## src/sv/can_tx_backoff_supervisor_assert.svh

```systemverilog
// Assertion macros shared by the supervisor RTL.
`ifndef CAN_TX_BACKOFF_SUPERVISOR_ASSERT_SVH
`define CAN_TX_BACKOFF_SUPERVISOR_ASSERT_SVH

// Same-cycle implication, sampled on clk, off during reset.
`define CTB_ASSERT_IMP(lbl, ante, cons, msg) \
	lbl: assert property (@(posedge clk) disable iff (!arst_n) (ante) |-> (cons)) \
		else $error(msg);

// Next-cycle implication, sampled on clk, off during reset.
`define CTB_ASSERT_NXT(lbl, ante, cons, msg) \
	lbl: assert property (@(posedge clk) disable iff (!arst_n) (ante) |=> (cons)) \
		else $error(msg);

`endif

```

## src/sv/cantxb_pkg.sv

```systemverilog
// Types, codes and reset values of the CAN transmit backoff supervisor.
package cantxb_pkg;

	localparam int unsigned CfgIndexW = 3;
	localparam int unsigned CfgDataW  = 16;

	localparam logic [CfgIndexW-1:0] CFG_ONLINE         = 3'd0;
	localparam logic [CfgIndexW-1:0] CFG_POLL_PERIOD    = 3'd1;
	localparam logic [CfgIndexW-1:0] CFG_TX_TIMEOUT     = 3'd2;
	localparam logic [CfgIndexW-1:0] CFG_BACKOFF_INIT   = 3'd3;
	localparam logic [CfgIndexW-1:0] CFG_BACKOFF_MAX    = 3'd4;

	localparam logic        RST_ONLINE       = 1'b1;
	localparam logic [7:0]  RST_POLL_PERIOD  = 8'd2;
	localparam logic [15:0] RST_TX_TIMEOUT   = 16'd20;
	localparam logic [15:0] RST_BACKOFF_INIT = 16'd1000;
	localparam logic [15:0] RST_BACKOFF_MAX  = 16'd10000;

	localparam logic KIND_SEND = 1'b0;
	localparam logic KIND_POLL = 1'b1;

	typedef enum logic [2:0] {
		OUT_NONE      = 3'd0,
		OUT_DROPPED   = 3'd1,
		OUT_QUEUED    = 3'd2,
		OUT_FAILED    = 3'd3,
		OUT_CONFIRMED = 3'd4
	} outcome_t;

	typedef struct packed {
		logic        online;
		logic [7:0]  poll_period_ms;
		logic [15:0] tx_timeout_ms;
		logic [15:0] backoff_initial_ms;
		logic [15:0] backoff_max_ms;
	} cfg_t;

	typedef struct packed {
		logic        kind;
		logic [31:0] now_ms;
		logic        txreq_busy;
		logic        queue_ok;
		logic        bus_off_flag;
		logic        rx_overflow;
		logic [2:0]  tx_error_flags;
	} item_t;

	typedef struct packed {
		logic        tx_pending;
		logic        bus_off;
		logic [15:0] retry_delay;
		logic [31:0] last_failure_time;
		logic [31:0] tx_start_time;
		logic [31:0] last_poll_time;
	} state_t;

	localparam state_t STATE_RESET = '{
		tx_pending:        1'b0,
		bus_off:           1'b0,
		retry_delay:       16'd0,
		last_failure_time: 32'd0,
		tx_start_time:     32'd0,
		last_poll_time:    32'd0
	};

	typedef struct packed {
		logic        abort_transmit;
		logic        start_transmit;
		logic        clear_overflow;
		outcome_t    tx_outcome;
		logic [15:0] backoff_ms;
		logic        pending_now;
		logic        bus_off_now;
	} result_t;

endpackage

```

## src/sv/cantxb_eval.sv

```systemverilog
// Decision logic: next supervisor state and result for one item.
module cantxb_eval (
	input  cantxb_pkg::cfg_t    cfg,
	input  cantxb_pkg::state_t  cur,
	input  cantxb_pkg::item_t   item,
	output cantxb_pkg::state_t  nxt,
	output cantxb_pkg::result_t res
);

	logic [31:0] since_fail;
	logic [31:0] since_poll;
	logic [31:0] since_start;
	logic        backing;
	logic        poll_ok;
	logic        bus_off_entry;
	logic [16:0] doubled;
	logic [15:0] capped;
	logic [15:0] backoff_next;
	logic        fail;

	assign since_fail  = item.now_ms - cur.last_failure_time;
	assign since_poll  = item.now_ms - cur.last_poll_time;
	assign since_start = item.now_ms - cur.tx_start_time;

	assign backing = (cur.retry_delay != 16'd0) && (since_fail < {16'd0, cur.retry_delay});
	assign poll_ok = cfg.online && (since_poll >= {24'd0, cfg.poll_period_ms});
	assign bus_off_entry = item.bus_off_flag && !cur.bus_off;

	// Doubling saturates at the cap; the first failure takes the initial value as is.
	assign doubled = {cur.retry_delay, 1'b0};
	assign capped  = (doubled > {1'b0, cfg.backoff_max_ms}) ? cfg.backoff_max_ms
		: doubled[15:0];
	assign backoff_next = (cur.retry_delay == 16'd0) ? cfg.backoff_initial_ms : capped;

	always_comb begin
		nxt                = cur;
		res.abort_transmit = 1'b0;
		res.start_transmit = 1'b0;
		res.clear_overflow = 1'b0;
		res.tx_outcome     = cantxb_pkg::OUT_NONE;
		fail               = 1'b0;

		if (item.kind == cantxb_pkg::KIND_SEND) begin
			if (!cfg.online || cur.bus_off || cur.tx_pending || backing) begin
				res.tx_outcome = cantxb_pkg::OUT_DROPPED;
			end else if (item.txreq_busy || !item.queue_ok) begin
				res.abort_transmit = 1'b1;
				fail               = 1'b1;
				res.tx_outcome     = cantxb_pkg::OUT_FAILED;
			end else begin
				res.start_transmit = 1'b1;
				nxt.tx_pending     = 1'b1;
				nxt.tx_start_time  = item.now_ms;
				res.tx_outcome     = cantxb_pkg::OUT_QUEUED;
			end
		end else if (poll_ok) begin
			nxt.last_poll_time = item.now_ms;
			nxt.bus_off        = item.bus_off_flag;
			res.clear_overflow = item.rx_overflow;
			if (bus_off_entry) begin
				// entry into bus-off kills the pending transmit, no further check
				res.abort_transmit = 1'b1;
				fail               = 1'b1;
				res.tx_outcome     = cantxb_pkg::OUT_FAILED;
			end else if (cur.tx_pending) begin
				if (item.txreq_busy) begin
					if (since_start >= {16'd0, cfg.tx_timeout_ms}) begin
						res.abort_transmit = 1'b1;
						fail               = 1'b1;
						res.tx_outcome     = cantxb_pkg::OUT_FAILED;
					end
				end else begin
					nxt.tx_pending = 1'b0;
					if (item.tx_error_flags != 3'd0) begin
						fail           = 1'b1;
						res.tx_outcome = cantxb_pkg::OUT_FAILED;
					end else begin
						nxt.retry_delay = 16'd0;
						res.tx_outcome  = cantxb_pkg::OUT_CONFIRMED;
					end
				end
			end
		end

		if (fail) begin
			nxt.retry_delay       = backoff_next;
			nxt.last_failure_time = item.now_ms;
			nxt.tx_pending        = 1'b0;
		end

		res.backoff_ms  = nxt.retry_delay;
		res.pending_now = nxt.tx_pending;
		res.bus_off_now = nxt.bus_off;
	end

endmodule

```

## src/sv/can_tx_backoff_supervisor.sv

```systemverilog
// Top level of the CAN transmit backoff supervisor.
//
//  channel | direction | handshake          | payload
//  in      | into      | in_valid/in_stall  | kind, now_ms, txreq_busy, queue_ok,
//          |           |                    | bus_off_flag, rx_overflow, tx_error_flags
//  out     | out of    | out_valid/out_stall| abort_transmit, start_transmit, clear_overflow,
//          |           |                    | tx_outcome, backoff_ms, pending_now, bus_off_now
//  cfg     | into      | cfg_we             | cfg_index, cfg_data
//
// One item per cycle while the output is not stalled. The result is registered
// (input register, then result register), set by the single decision stage.
// Supervisor state updates as the item moves into the result register.
// Reset restores register defaults and clears all state; no clearing pass.
// A stalled output holds the result; the input register still takes a transfer
// whenever the result register frees up in the same cycle.
module can_tx_backoff_supervisor (
	input  logic                                clk,
	input  logic                                arst_n,

	input  logic                                in_valid,
	output logic                                in_stall,
	input  logic                                kind,
	input  logic [31:0]                         now_ms,
	input  logic                                txreq_busy,
	input  logic                                queue_ok,
	input  logic                                bus_off_flag,
	input  logic                                rx_overflow,
	input  logic [2:0]                          tx_error_flags,

	output logic                                out_valid,
	input  logic                                out_stall,
	output logic                                abort_transmit,
	output logic                                start_transmit,
	output logic                                clear_overflow,
	output logic [2:0]                          tx_outcome,
	output logic [15:0]                         backoff_ms,
	output logic                                pending_now,
	output logic                                bus_off_now,

	input  logic                                cfg_we,
	input  logic [cantxb_pkg::CfgIndexW-1:0]    cfg_index,
	input  logic [cantxb_pkg::CfgDataW-1:0]     cfg_data
);

	`include "can_tx_backoff_supervisor_assert.svh"

	cantxb_pkg::cfg_t    cfg_q;
	cantxb_pkg::state_t  state_q;
	cantxb_pkg::state_t  state_nxt;
	cantxb_pkg::item_t   item_s1;
	logic                valid_s1;
	cantxb_pkg::result_t res_nxt;
	cantxb_pkg::result_t res_q;
	logic                out_valid_q;
	logic                accept_in;
	logic                out_free;
	logic                advance;

	assign out_free  = !out_valid_q || !out_stall;
	assign advance   = valid_s1 && out_free;
	assign in_stall  = valid_s1 && !out_free;
	assign accept_in = in_valid && !in_stall;

	always_ff @(posedge clk or negedge arst_n) begin
		if (!arst_n) begin
			cfg_q.online             <= cantxb_pkg::RST_ONLINE;
			cfg_q.poll_period_ms     <= cantxb_pkg::RST_POLL_PERIOD;
			cfg_q.tx_timeout_ms      <= cantxb_pkg::RST_TX_TIMEOUT;
			cfg_q.backoff_initial_ms <= cantxb_pkg::RST_BACKOFF_INIT;
			cfg_q.backoff_max_ms     <= cantxb_pkg::RST_BACKOFF_MAX;
		end else if (cfg_we) begin
			unique case (cfg_index)
				cantxb_pkg::CFG_ONLINE:       cfg_q.online             <= cfg_data[0];
				cantxb_pkg::CFG_POLL_PERIOD:  cfg_q.poll_period_ms     <= cfg_data[7:0];
				cantxb_pkg::CFG_TX_TIMEOUT:   cfg_q.tx_timeout_ms      <= cfg_data;
				cantxb_pkg::CFG_BACKOFF_INIT: cfg_q.backoff_initial_ms <= cfg_data;
				cantxb_pkg::CFG_BACKOFF_MAX:  cfg_q.backoff_max_ms     <= cfg_data;
				default: ;
			endcase
		end
	end

	// input register
	always_ff @(posedge clk or negedge arst_n) begin
		if (!arst_n) begin
			valid_s1 <= 1'b0;
		end else if (accept_in) begin
			valid_s1 <= 1'b1;
		end else if (advance) begin
			valid_s1 <= 1'b0;
		end
	end

	always_ff @(posedge clk) begin
		if (accept_in) begin
			item_s1 <= '{
				kind:           kind,
				now_ms:         now_ms,
				txreq_busy:     txreq_busy,
				queue_ok:       queue_ok,
				bus_off_flag:   bus_off_flag,
				rx_overflow:    rx_overflow,
				tx_error_flags: tx_error_flags
			};
		end
	end

	cantxb_eval u_eval (
		.cfg  (cfg_q),
		.cur  (state_q),
		.item (item_s1),
		.nxt  (state_nxt),
		.res  (res_nxt)
	);

	// commit state together with the result
	always_ff @(posedge clk or negedge arst_n) begin
		if (!arst_n) begin
			state_q     <= cantxb_pkg::STATE_RESET;
			out_valid_q <= 1'b0;
		end else begin
			if (advance) begin
				state_q     <= state_nxt;
				out_valid_q <= 1'b1;
			end else if (!out_stall) begin
				out_valid_q <= 1'b0;
			end
		end
	end

	always_ff @(posedge clk) begin
		if (advance) begin
			res_q <= res_nxt;
		end
	end

	assign out_valid      = out_valid_q;
	assign abort_transmit = res_q.abort_transmit;
	assign start_transmit = res_q.start_transmit;
	assign clear_overflow = res_q.clear_overflow;
	assign tx_outcome     = res_q.tx_outcome;
	assign backoff_ms     = res_q.backoff_ms;
	assign pending_now    = res_q.pending_now;
	assign bus_off_now    = res_q.bus_off_now;

	`CTB_ASSERT_IMP(a_no_pending_in_bus_off, 1'b1, !(state_q.tx_pending && state_q.bus_off), "transmit pending while bus-off")
	`CTB_ASSERT_NXT(a_queued_sets_pending, advance && (res_nxt.tx_outcome == cantxb_pkg::OUT_QUEUED), state_q.tx_pending, "queued item left no pending transmit")
	`CTB_ASSERT_IMP(a_start_abort_excl, out_valid_q, !(res_q.start_transmit && res_q.abort_transmit), "start and abort in one result")
	`CTB_ASSERT_IMP(a_stall_needs_item, in_stall, valid_s1 && out_valid_q, "input stalled with no blocking result")

endmodule
```

## config.mk

```make
export PLATFORM = sky130hd
export DESIGN_NAME = can_tx_backoff_supervisor
export DESIGN_NICKNAME = d
export VERILOG_FILES = /design/src/sv/cantxb_pkg.sv /design/src/sv/cantxb_eval.sv /design/src/sv/can_tx_backoff_supervisor.sv
export VERILOG_INCLUDE_DIRS = /design/src /design/src/sv
export SDC_FILE = /design/constraint.sdc
export NUM_CORES = 1
export LEC_CHECK = 0
export BUFFER_PORTS_ARGS = -buffer_cell sky130_fd_sc_hd__buf_2
export CAP_MARGIN = 10
export CORE_ASPECT_RATIO = 0.9
export CORE_MARGIN = 2
export CORE_UTILIZATION = 50
export CTS_BUF_LIST = sky130_fd_sc_hd__clkbuf_2 sky130_fd_sc_hd__clkbuf_4 sky130_fd_sc_hd__clkbuf_8
export CTS_CLUSTER_SIZE = 30
export DETAILED_ROUTE_END_ITERATION = 6
export HOLD_SLACK_MARGIN = 0.08
export PLACE_DENSITY = 0.69
export SYNTH_ARGS = -nofsm -noshare
export SYNTH_HDL_FRONTEND = slang
export SYNTH_SLANG_ARGS = --single-unit
```

## constraint.sdc

```tcl
create_clock -name clk -period 6.3 [get_ports clk]
set_input_delay 0.63 -clock clk [delete_from_list [all_inputs] [get_ports clk]]
set_output_delay 0.63 -clock clk [all_outputs]
set_load 0.05 [all_outputs]
```

* After elaboration in Yosys (flattened, before gate mapping) *
Cells that the tools add are included.

word-level totals
  logic and storage cells = 120
  bits in writable memories = 0
  memories = 0
  register bits = 237
  output and inout bits = 26
  ROM bits = 0
  latch bits = 0

cells by class
  add/subtract/negate cells = 3
  reductions and logical operators = 33
  magnitude comparators = 4
  bitwise logic cells = 3
  equality and inequality tests = 5
  divide/modulo/power cells = 0
  muxes and demuxes = 45
  shift-type cells = 0
  multiply operators = 0

operators by type and width
  kind                                                              count
  16-bit 2-to-1 mux                                                 6
  32-bit subtractor                                                 3
  48-bit 2-to-1 mux                                                 1
  32-bit by 16-bit greater-or-equal comparator with 1-bit output    1
  32-bit by 8-bit greater-or-equal comparator with 1-bit output     1
  32-bit by 16-bit < comparator with 1-bit output                   1
  1-bit 2-to-1 mux                                                  27
  3-bit 2-to-1 mux                                                  7
  18-bit 2-to-1 mux                                                 1
  17-bit by 16-bit greater-than comparator with 1-bit output        1
  17-bit 2-to-1 mux                                                 1
  16-bit zero test                                                  1
  16-bit nonzero test                                               1
  2-bit AND reduction                                               7
  1-bit zero test                                                   7
  3-bit by 2-bit == test with 1-bit output (second input constant)  2
  1-bit logical AND                                                 6
  1-bit logical OR                                                  5
  2-bit 2-to-1 mux                                                  2
  4-bit AND reduction                                               1
  3-bit by 1-bit == test with 1-bit output (second input constant)  1
  3-bit == test (second input constant)                             1
  3-bit zero test                                                   1
  1-bit NOT                                                         3
  other kinds (5)                                                   5

* Longest topological paths before layout *
Gate-level depths: netlist (run 1).

  depth after elaboration = 9
  depth in mapped cells = 25
  gate-level depth less buffers = 22

* By module *
A second synthesis (run 1) with hierarchy kept.

second synthesis, totals
  cells, all modules = 1891
  area, all modules = 18491.5 um2

modules (own cells, without submodules)
  module                     seq. area each (um2)  cells each  area each (um2)  times used
  cantxb_eval                0.0                   1454        10002.1          1
  can_tx_backoff_supervisor  6269.8                437         8489.4           1

* Least setup slack after synthesis (run 1) *
OpenSTA, ideal clock, no wires.

  path kind = register to register
  start point = reg item_s1[10] (netlist bit)
  end point = reg state_q[66] (netlist bit)
  arrival time = 4398 ps
  slack = 1776 ps
  data required time = 6175 ps
  stages on the path, launching flop included = 21
  path through = edfxtp_1 -> ha_1 -> and2_4 -> a221oi_2 -> a21oi_1 -> nor2b_1 -> o21ai_0 -> xor2_1 -> ha_1 -> a21o_1 -> nand3_1 -> a21oi_1 -> a221oi_1 -> o211ai_1 -> or4_1 -> nor4_1 -> nand4b_1 -> and3_4 -> o21a_4 -> buf_6 -> mux2_4

on the way
  cells in the longest elaborated chain, start to end = 9
  elaborated cells between the ends (all ways) = 17
  those cells by class = 3 x add/sub; 3 x order compare; 7 x mux; 4 x reduce/logical

ends and longest elaborated chain
  what                                                            RTL line                          RTL
  start: declaration                                              can_tx_backoff_supervisor.sv:50   cantxb_pkg::item_t item_s1;
  start signal: assignment                                        can_tx_backoff_supervisor.sv:96   item_s1 <= '{
  32-bit subtractor                                               cantxb_eval.sv:23                 assign since_start = item.now_ms - cur.tx_start_time;
  32-bit by 16-bit greater-or-equal comparator with 1-bit output  cantxb_eval.sv:67                 if (since_start >= {16'd0, cfg.tx_timeout_ms}) begin
  1-bit 2-to-1 mux                                                cantxb_eval.sv:67
  1-bit 2-to-1 mux                                                cantxb_eval.sv:66                 if (item.txreq_busy) begin
  1-bit 2-to-1 mux                                                cantxb_eval.sv:65                 end else if (cur.tx_pending) begin
  1-bit 2-to-1 mux                                                cantxb_eval.sv:60                 if (bus_off_entry) begin
  1-bit 2-to-1 mux                                                cantxb_eval.sv:56                 end else if (poll_ok) begin
  1-bit 2-to-1 mux (*)                                            cantxb_eval.sv:43                 if (item.kind == cantxb_pkg::KIND_SEND) begin
  2-bit AND reduction (no source line) (*)                        --
  end signal: assignment                                          can_tx_backoff_supervisor.sv:119  state_q <= cantxb_pkg::STATE_RESET;
  end signal: assignment                                          can_tx_backoff_supervisor.sv:123  state_q <= state_nxt;
  end: declaration                                                can_tx_backoff_supervisor.sv:48   cantxb_pkg::state_t state_q;

Mark *: on every way between the ends. The rest lies on a longest branch, timed or not.
A chain may end at the register's enable or synchronous reset.

* Worst setup path after layout (run 1) *
  start point = reg item_s1[7] (netlist bit)
  end point = reg state_q[104] (netlist bit)

on the way
  cells in the longest elaborated chain, start to end = 9
  elaborated cells between the ends (all ways) = 19
  those cells by class = 3 x add/sub; 3 x order compare; 10 x mux; 3 x reduce/logical

ends and longest elaborated chain
  what                                                            RTL line           RTL
  32-bit subtractor                                               cantxb_eval.sv:23
  32-bit by 16-bit greater-or-equal comparator with 1-bit output  cantxb_eval.sv:67
  1-bit 2-to-1 mux                                                cantxb_eval.sv:67
  1-bit 2-to-1 mux                                                cantxb_eval.sv:66
  1-bit 2-to-1 mux                                                cantxb_eval.sv:65
  1-bit 2-to-1 mux                                                cantxb_eval.sv:60
  1-bit 2-to-1 mux                                                cantxb_eval.sv:56
  1-bit 2-to-1 mux                                                cantxb_eval.sv:43
  48-bit 2-to-1 mux (*)                                           cantxb_eval.sv:85  if (fail) begin

Marked as above.

==> results of run 1 <==
[stage by stage]
step | area, um2 | power (W)
finish | 18600 | 0.00965
floorplan | 16900 | 0.00660
global route | 18600 | 0.0104
CTS | 18600 | 0.00960
global placement | 17600 | 0.00783
detailed placement | 17600 | 0.00794
[logic make-up (layout without fill, tap and decap cells)]
family,count (synthesis),in the layout,synth area share
AO/OA/AOI/OAI,530,530,0.203
AND/OR/NAND/NOR,507,507,0.145
buffers and inverters,255,359,0.0604
flip-flops,237,237,0.370
adder cells (fa/ha/maj),150,150,0.112
multiplexers,111,111,0.0785
XOR/XNOR,58,58,0.0300
[power breakdown]
group          switching, W  leakage [nW]  internal [W]
registers          0.000342          2.65       0.00211
clock network      0.000696         0.509      0.000909
logic               0.00337          5.06       0.00222
total               0.00441          8.22       0.00524
[metal layers]
metal | GRT usage | vias up
li1 | - | 6843
met1 | 0.362 | 6799
met2 | 0.431 | 481
met3 | 0.0395 | 100
met4 | 0.0855 | 0
met5 | 0 | -
[registers in the layout, indices dropped and copies added, names as in the netlist, 3 cells and up]
| name | cells |
|---|---|
| item_s1 | 40 |
| state_q | 114 |
| cfg_q | 57 |
| tx_outcome | 3 |
| backoff_ms | 16 |
[worst max path at each step]
stage / depth (start not counted) / endpoint / slack [ps] / start
global placement: 20 / state_q[100] / 970 / item_s1[8]
floorplan: 20 / state_q[66] / 1780 / item_s1[10]
CTS: 20 / state_q[104] / 840 / item_s1[7]
detailed placement: 20 / state_q[100] / 850 / item_s1[7]
global route: 20 / state_q[100] / 330 / item_s1[7]
finish: 20 / state_q[104] / 750 / item_s1[7]
[cell type report]
cell class / count / area share
Clock inverter: 19 / 0.00874
Multi-Input combinational cell: 1356 / 0.518
Timing Repair Buffer: 100 / 0.0289
Clock buffer: 63 / 0.0429
Sequential cell: 237 / 0.337
Tap cell: 422 / 0.0284
Inverter: 177 / 0.0357
[critical path, cell delays in order, from the launching register on]
cell and delay [ps]:
edfxtp_1 390, inv_1 180, ha_1 200, inv_1 60
fa_1 440, a211oi_1 320, o21ai_0 210, xor2_1 190
ha_1 310, a21oi_1 160, o22ai_1 140, a211oi_1 300
o21ai_0 140, nor4b_1 290, nand4_1 160, nor4_2 530
a31oi_4 300, and3_4 260, o21ai_4 450, buf_4 260
o22ai_2 80
[Yosys cell counts (31+ instances only)]
| cell type | n | area [um2] |
|---|---|---|
| dfrtp_1 | 158 | 3950 |
| a21oi_1 | 145 | 726 |
| mux2_2 | 55 | 619 |
| nand3_1 | 31 | 155 |
| xnor2_1 | 32 | 280 |
| nand4_1 | 40 | 250 |
| edfxtp_1 | 64 | 1920 |
| ha_1 | 147 | 1840 |
| nor2_1 | 101 | 379 |
| clkbuf_1 | 55 | 206 |
| nand2_1 | 199 | 747 |
| o21ai_0 | 141 | 706 |
| inv_1 | 177 | 664 |
==> summary.txt, run 1 <==
CRITICAL PATH
--------------------------------------------------------------------------------------
Data arrival time at the worst-slack endpoint                                  5970 ps
Register-to-register path setup slack                                           750 ps
Worst R2R Start                                                             item_s1[7]
WP data required                                                               6720 ps
Reg2reg path depth                                                                  20
Kind of launch point of the worst setup path                                  register
Reg-to-reg critical path endpoint                                         state_q[104]
Worst Setup Path Type                                                     register to register
Type of element capturing the critical path                                   register
Worst-path maximum fanout                                                           14

SYNTHESIS
--------------------------------------------------------------------------------------
Most used DFF post-synth                                                       dfrtp_1
Cell Area, Synth                                                            0.0169 mm2
Number of synthesis warnings                                                         0
Count of flip-flops with a built-in enable after synthesis                          64
Share of synthesized area occupied by flip-flops and latches                     0.370
Synth Area per Inst                                                           9.16 um2
Number of distinct standard cells referenced by the synthesized netlist             87
Fraction of registers with async set/reset                                       0.730
Total of flip-flops plus latches after synthesis                                   237
Cells after Synth                                                                 1848
Total nets after synthesis                                                        2062

TIMING
--------------------------------------------------------------------------------------
Final number of hold-violating endpoints                                             0
Count of final max-slew check failures                                               0
Share of the cycle needed by the critical path after routing                     0.881
Tightest hold margin                                                            216 ps
Final period demand of the worst path                                          5550 ps
Setup TNS                                                                         0 ps
Peak clock frequency supported by timing                                     0.180 GHz
Worst-case clock skew                                                          35.0 ps
Worst max-slew margin expressed relative to the limit                            0.228
# setup viols final                                                                  0
Setup repair after global routing missed its margin                              false
Min setup slack post-route                                                      753 ps
Slew of the pin with the lowest slew margin                                    1160 ps

GLOBAL ROUTE
--------------------------------------------------------------------------------------
Number of antenna violations at the first check in global routing                    0
Total congestion overflow                                                            0
Vias in the first global route                                                   13900
Total global-route track usage                                                   0.264
Pin count of the biggest net entering global routing                                64
Wire length of the first global-routing pass                                   73.4 mm

MIN PATH
--------------------------------------------------------------------------------------
Hold path start                                                             txreq_busy
End point of the most critical hold path                                    item_s1[6]
Class of the tightest hold or removal check                               primary input to register
Instance count along the most critical hold path                                     1

CLOCK TREE
--------------------------------------------------------------------------------------
Clock network latency to the later pin of the worst-skew pair                   600 ps
Clk pin slew, worst setup/hold paths                                             60 ps
Number of clock buffers inserted by TritonCTS                                       44
Number of buffers between clock root and the deepest sink                            3
Deepest level of the CTS H-tree                                                      2
CTS root buf                                                                  clkbuf_8
TritonCTS Sinks                                                                    237
Number of buffers added to fix hold violations after cts                             1
# Post-CTS Setup Buffers                                                             0
CTS tree                                                                         built
CTS-repair resized insts                                                             0

CELLS AND AREA
--------------------------------------------------------------------------------------
Core Util, Final                                                                 0.562
Combined area of the multi-input logic cells                               0.00964 mm2
Leading cell type in the layout, fill and taps excluded                        nand2_1
Most used cells in the layout excluding fill and tap cells                nand2_1 (199), inv_1 (177), dfrtp_1 (158)
Finished Layout Cells                                                             2374
Antenna cell count                                                                   0
Area of all sequential standard cells                                      0.00627 mm2
Final #Nets                                                                       2130
Layout Area Growth over Synthesis                                                9.91%
Number of filler cells placed in the layout                                       3018
Share of layout cells above drive strength 1                                     0.163

DRT
--------------------------------------------------------------------------------------
WL final                                                                       46.1 mm
Routed length on met3                                                          2.95 mm
Initial DRC count                                                                 1010
Antenna viol nets, final                                                             0
Number of iterations in the first detailed-routing pass                              5
Met1 routed wirelength after detailed routing                                  21.1 mm
Wire length on met2                                                            20.8 mm
Top routing layer in use                                                          met4
Number of design rule violations left after detail routing                           0
Vias after detailed routing                                                      14200
Routed via count divided by cell count                                            5.99
Routed wirelength normalized by instance count                                 19.4 um

PLACED DESIGN
--------------------------------------------------------------------------------------
Placed instance count                                                             2290
Routability cong.                                                                0.991
Place WS                                                                        846 ps
I/O Buffers                                                                         89
Post-DP HPWL                                                                   35.6 mm

POWER
--------------------------------------------------------------------------------------
Leak pwr                                                                       8.22 nW
IR drop worst, VDD                                                            0.264 mV
Pwr/cell area                                                               519 mW/mm2

FLOORPLAN
--------------------------------------------------------------------------------------
Die span in x                                                                   198 um
Vert. Die Dim                                                                   179 um
Initial Utilization                                                              0.511
Std-Cell Core Area                                                          0.0331 mm2
Count of standard-cell rows                                                         63
Die footprint                                                               0.0353 mm2
I/O pin count                                                                       90

RUN STATUS
--------------------------------------------------------------------------------------
Outcome                                                                   finished clean

RUN
--------------------------------------------------------------------------------------
Max-cap violations                                                                   0

No activity file was read; power rests on OpenSTA's default activity.
==> inputs of run 2 (changes only) <==
- CORE_MARGIN: 2 -> unset
- clock period: 6.3 -> 6 ns (I/O delays scaled with it)
==> run 2 against run 1 <==
  * Hold slack lost 42 ps
  * Sequential share of layout area fell by 0.077 points
  * Register-to-register slack lost 410 ps
  * Clock skew grew 4.9 ps
  * Cell area up 0.23%
  * Sequential cell count unchanged
  * Combinational power is 5.0% higher
  * Worst setup slack got worse by 410 ps
  * Cell count up 0.17%
  * Core utilization rose by 0.13 points
  * Die area decreased by 2.1%
  * Global-route usage is 1.0 points higher
  * Critical path type unchanged
  * Critical endpoint is now state_q[92]
  * Largest cell class unchanged
==> summary.txt, run 2 (synthesized netlist as in run 1, its figures left out) <==
RUN STATUS
--------------------------------------------------------------------------------
Outcome                                                             finished clean

CLOCK TREE
--------------------------------------------------------------------------------
Clock network latency to the later pin of the worst-skew pair             610 ps
CTS root buf                                                            clkbuf_8
Number of clock buffers inserted by TritonCTS                                 43
Deepest level of the CTS H-tree                                                2
Number of buffers between clock root and the deepest sink                      3
Clk pin slew, worst setup/hold paths                                       70 ps
TritonCTS Sinks                                                              237
CTS tree                                                                   built

TIMING
--------------------------------------------------------------------------------
Min setup slack post-route                                                343 ps
Final period demand of the worst path                                    5660 ps
Slew of the pin with the lowest slew margin                              1050 ps
Count of final max-slew check failures                                         0
Tightest hold margin                                                      173 ps
Share of the cycle needed by the critical path after routing               0.943
Peak clock frequency supported by timing                               0.177 GHz
# setup viols final                                                            0
Final number of hold-violating endpoints                                       0
Setup TNS                                                                   0 ps
Worst max-slew margin expressed relative to the limit                      0.298
Setup repair after global routing missed its margin                        false
Worst-case clock skew                                                    39.9 ps

GLOBAL ROUTE
--------------------------------------------------------------------------------
Number of antenna violations at the first check in global routing              0
Vias in the first global route                                             13600
Total global-route track usage                                             0.274
Wire length of the first global-routing pass                             73.9 mm
Total congestion overflow                                                      0
Pin count of the biggest net entering global routing                          77

PLACED DESIGN
--------------------------------------------------------------------------------
I/O Buffers                                                                   89
Routability cong.                                                          0.940
Post-DP HPWL                                                             36.4 mm
Placed instance count                                                       2294
Place WS                                                                  313 ps

CELLS AND AREA
--------------------------------------------------------------------------------
Antenna cell count                                                             0
Finished Layout Cells                                                       2378
Number of filler cells placed in the layout                                 2992
Largest registers                                                   state_q: 114 flops, cfg_q: 57 flops, item_s1: 40 flops
Layout Area Growth over Synthesis                                          10.2%
Final #Nets                                                                 2135
Combined area of the multi-input logic cells                         0.00965 mm2
Area of all sequential standard cells                                0.00627 mm2
Leading cell type in the layout, fill and taps excluded                  nand2_1
Most flop-heavy register                                                 state_q
Max FFs per register                                                         114
Share of layout cells above drive strength 1                               0.166
Most used cells in the layout excluding fill and tap cells          nand2_1 (199), inv_1 (177), dfrtp_1 (158)

DRT
--------------------------------------------------------------------------------
Vias after detailed routing                                                14100
Number of iterations in the first detailed-routing pass                        5
WL final                                                                 47.2 mm
Routed wirelength normalized by instance count                           19.8 um
Number of design rule violations left after detail routing                     0
Antenna viol nets, final                                                       0
Routed via count divided by cell count                                      5.94
Initial DRC count                                                            891

POWER
--------------------------------------------------------------------------------
Leak pwr                                                                 8.24 nW
Design internal power                                                  0.00548 W
Comb power frac                                                            0.581
Switch share                                                               0.457
Part of the power in registers                                             0.255
IR drop worst, VDD                                                      0.301 mV
Pwr/cell area                                                         541 mW/mm2
Part of the power in the clock network                                     0.164
Switch Pwr                                                             0.00461 W
Overall Power                                                           0.0101 W

FLOORPLAN
--------------------------------------------------------------------------------
Die span in x                                                             196 um
Vert. Die Dim                                                             177 um
Std-Cell Core Area                                                    0.0331 mm2
Count of standard-cell rows                                                   63
Initial Utilization                                                        0.511
I/O pin count                                                                 90
Die footprint                                                         0.0346 mm2

CRITICAL PATH
--------------------------------------------------------------------------------
Worst Setup Path Type                                               register to register
Worst-path maximum fanout                                                     30
Data arrival time at the worst-slack endpoint                            6120 ps
WP data required                                                         6470 ps
Kind of launch point of the worst setup path                            register
Type of element capturing the critical path                             register

MIN PATH
--------------------------------------------------------------------------------
Class of the tightest hold or removal check                         primary input to register

RUN
--------------------------------------------------------------------------------
Max-cap violations                                                             0

run 2: worst max-delay path: stages, from the launching register on:
cell and delay, ps:
edfxtp_1 520, ha_1 400, and2_4 170, a221oi_2 480, a2111oi_4 200, nor3_2 300, o21ai_0 150, xor2_1 170
ha_1 300, nand4_1 120, nor2_1 90, o2111ai_1 210, nand4_1 130, or4_1 490, nor4_1 400, nand4b_1 290
and3_4 320, o21a_4 400, mux2_4 370
run 2: path summary, 6_finish.rpt:
kind | start | to | slack, ps | cells past startpoint
setup / recovery | item_s1[11] | state_q[92] | 340 | 18
hold / removal | now_ms[14] | item_s1[21] | 170 | 1
setup reg to reg | item_s1[11] | state_q[92] | 340 | 18
hold reg to reg | valid_s1 | out_valid | 480 | 1
max in group asynchronous | arst_n | state_q[95] | 4140 | 3
min in group asynchronous | arst_n | state_q[13] | 610 | 2
run 2: what timing repair did:
action | CTS | global route
resized for setup | 0 | 2
buffers inserted | 0 | 2
hold buffers | 1 | 0
setup endpoints to repair | 0 | 42
endpoints found under the hold margin | 44 | 0
run 2: through the flow:
stage          cell area (um2)   util
3_3_place_gp             17700  0.534
6_report                 18600  0.563
5_1_grt                  18600  0.563
2_1_floorplan            16900      -
3_5_place_dp             17700  0.534
4_1_cts                  18600  0.562
run 2: area by class of cell:
cell class	count	share of cell area
multi-input combinational	1356	0.518
sequential	237	0.336
clock buffer	66	0.0423
inverter	177	0.0356
timing repair buffer	106	0.0319
tap	422	0.0283
clock inverter	14	0.00805
run 2: power by group through the flow:
stage                     combinational [W]  clock [W]  sequential [W]
after floorplan                     0.00433          0         0.00260
after global routing                0.00651    0.00177         0.00263
final                               0.00587    0.00165         0.00258
after global placement              0.00570          0         0.00258
after detailed placement            0.00576          0         0.00259
after CTS                           0.00580    0.00170         0.00257
run 2: per-layer routing:
layer | up-vias | share of wire | track usage
met3 | 64 | 0.049 | 0.0376
met4 | 0 | 0.018 | 0.0719
met5 | - | 0 | 0
met2 | 379 | 0.46 | 0.448
met1 | 6857 | 0.47 | 0.383
li1 | 6826 | - | -
==> inputs of run 3 (changes only) <==
- CORE_UTILIZATION: 50 -> 55
- PLACE_DENSITY: 0.69 -> 0.75
- clock period: 6 -> 5.3 ns (I/O delays scaled with it)
==> run 3 against run 2 <==
  * Hold slack lost 53 ps
  * Critical path depth up 3
  * Fmax is 11% higher
  * Clock skew is 5.9 ps lower
  * Clock power grew 9%
  * Sequential cell count unchanged
  * Global-route usage is 2.8 points higher
  * Clock-buffer cell count fell by 6
  * First-iteration DRC count is 23% higher
  * Sequential share of layout area fell by 0.50 points
  * Cell area is 1.5% higher
  * Largest cell class unchanged
  * Largest power group unchanged
  * Highest routed layer unchanged
==> summary.txt, run 3 (synthesized netlist as in run 1, its figures left out) <==
FLOORPLAN
--------------------------------------------------------------------------------
Std-Cell Core Area                                                    0.0301 mm2
Count of standard-cell rows                                                   60
Vert. Die Dim                                                             168 um
Die span in x                                                             187 um
Initial Utilization                                                        0.562
I/O pin count                                                                 90
Die footprint                                                         0.0315 mm2

TIMING
--------------------------------------------------------------------------------
Worst max-slew margin expressed relative to the limit                      0.285
Final number of hold-violating endpoints                                       0
Slew of the pin with the lowest slew margin                              1070 ps
Tightest hold margin                                                      121 ps
Worst-case clock skew                                                    34.0 ps
Share of the cycle needed by the critical path after routing               0.958
Setup repair after global routing missed its margin                        false
Min setup slack post-route                                                225 ps
Final period demand of the worst path                                    5080 ps
Count of final max-slew check failures                                         0
Setup TNS                                                                   0 ps
# setup viols final                                                            0
Peak clock frequency supported by timing                               0.197 GHz

CELLS AND AREA
--------------------------------------------------------------------------------
Largest registers                                                   state_q: 114 flops, cfg_q: 57 flops, item_s1: 40 flops
Antenna cell count                                                             0
Most used cells in the layout excluding fill and tap cells          nand2_1 (198), inv_1 (177), dfrtp_1 (158)
Final #Nets                                                                 2165
Finished Layout Cells                                                       2389
Leading cell type in the layout, fill and taps excluded                  nand2_1
Most flop-heavy register                                                 state_q
Layout Area Growth over Synthesis                                          11.8%
Post-layout instance area                                             0.0189 mm2
Max FFs per register                                                         114
Number of filler cells placed in the layout                                 2546
Share of layout cells above drive strength 1                               0.182

CLOCK TREE
--------------------------------------------------------------------------------
TritonCTS Sinks                                                              237
CTS tree                                                                   built
Clk pin slew, worst setup/hold paths                                       60 ps
Clock network latency to the later pin of the worst-skew pair             590 ps
Deepest level of the CTS H-tree                                                2
Number of clock buffers inserted by TritonCTS                                 44
CTS root buf                                                            clkbuf_8
Number of buffers between clock root and the deepest sink                      3

POWER
--------------------------------------------------------------------------------
Switch Pwr                                                             0.00531 W
Part of the power in registers                                             0.253
IR drop worst, VDD                                                      0.306 mV
Design internal power                                                  0.00618 W
Pwr/cell area                                                         607 mW/mm2
Leak pwr                                                                 8.40 nW
Part of the power in the clock network                                     0.157
Switch share                                                               0.462
Comb power frac                                                            0.591

PLACED DESIGN
--------------------------------------------------------------------------------
Placed instance count                                                       2293
Routability cong.                                                          0.960
Placed cell areas                                                     0.0178 mm2
I/O Buffers                                                                   89
Post-DP HPWL                                                             36.5 mm
Place WS                                                                 -126 ps

MIN PATH
--------------------------------------------------------------------------------
Class of the tightest hold or removal check                         primary input to register

CRITICAL PATH
--------------------------------------------------------------------------------
Reg-to-reg critical path endpoint                                     state_q[8]
Kind of launch point of the worst setup path                            register
Setup crit end                                                        state_q[8]
Register-to-register path setup slack                                     220 ps
Worst R2R Start                                                       item_s1[7]
WP data required                                                         5760 ps
Crit. Startpoint                                                      item_s1[7]
Reg2reg path depth                                                            21
Data arrival time at the worst-slack endpoint                            5530 ps
Worst-path maximum fanout                                                     17
Type of element capturing the critical path                             register
Worst Setup Path Type                                               register to register

GLOBAL ROUTE
--------------------------------------------------------------------------------
Vias in the first global route                                             13900
Pin count of the biggest net entering global routing                          94
Wire length of the first global-routing pass                             74.9 mm
Total global-route track usage                                             0.302
Number of antenna violations at the first check in global routing              0
Total congestion overflow                                                      0

DRT
--------------------------------------------------------------------------------
Antenna viol nets, final                                                       0
WL final                                                                 47.9 mm
Number of iterations in the first detailed-routing pass                        6
Routed via count divided by cell count                                      6.05
Number of design rule violations left after detail routing                     0
Initial DRC count                                                           1094
Routed wirelength normalized by instance count                           20.1 um
Vias after detailed routing                                                14400

RUN STATUS
--------------------------------------------------------------------------------
Outcome                                                             finished clean

RUN
--------------------------------------------------------------------------------
Max-cap violations                                                             0

run 3: cell types whose count changed in the layout (fill, tap and decap cells not counted), sizes merged:
cell / before / now
clkbuf: 66 / 61
bufinv: 2 / 1
o21a: 26 / 28
clkinv: 9 / 16
inv: 178 / 179
buf: 105 / 131
run 3: per-stage QoR:
stage                     utilization  total power, W
after floorplan                     -         0.00784
after global placement          0.591         0.00936
after detailed placement        0.591         0.00948
after CTS                       0.621          0.0114
after global routing            0.629          0.0124
final                           0.629          0.0115
run 3: worst min path at each step:
stage	start	to	slack (ps)	cells after the start
floorplan	arst_n	cfg_q[0]	230	0
global placement	valid_s1	out_valid	460	1
detailed placement	state_q[2]	state_q[2]	490	1
CTS	now_ms[31]	item_s1[38]	90	1
global route	now_ms[9]	item_s1[16]	100	1
finish	now_ms[9]	item_s1[16]	120	1
run 3: cell type report:
type / count / area (um2) / share of cell area
clock buffer: 60 / 751 / 0.0397
tap: 403 / 504 / 0.0266
clock inverter: 21 / 139 / 0.00734
sequential: 237 / 6270 / 0.331
inverter: 177 / 664 / 0.0351
multi-input combinational: 1358 / 9750 / 0.515
timing repair buffer: 133 / 847 / 0.0448
run 3: timing repair:
item                                    CTS  global route
hold endpoints to repair                 16             0
endpoints found under the setup margin   87            97
hold buffers                              1             0
gates resized for setup                   3            19
setup buffers                             0            10
gates cloned                              0             3
pin swaps                                 0             4
run 3: metal layers:
metal  up-vias  global-route usage  wire length, um
met5         -                   0                0
met4         0              0.0870             1250
met3        81              0.0467             3400
met2       548               0.482            21400
met1      6917               0.426            21800
li1       6896                   -                -
run 3: critical path: stages, from the launching register on:
cell and delay (ps):
edfxtp_1 420, inv_1 170, ha_1 240, inv_1 70
fa_1 420, a211oi_2 290, o21ai_1 140, xor2_1 170
ha_1 300, a21oi_1 190, o22ai_1 150, a211oi_2 340
o21ai_1 160, nor4b_2 280, nand4_1 140, nor4_2 170
buf_4 180, a31oi_4 100, buf_4 200, nand2_2 190
clkbuf_16 270, mux2_2 350
run 3: power by group through the flow:
stage | combinational (W) | clock, W | sequential [W]
4_1_cts | 0.00663 | 0.00183 | 0.00289
3_5_place_dp | 0.00656 | 0 | 0.00292
5_1_grt | 0.00754 | 0.00191 | 0.00297
2_1_floorplan | 0.00490 | 0 | 0.00294
3_3_place_gp | 0.00646 | 0 | 0.00290
6_report | 0.00679 | 0.00180 | 0.00291
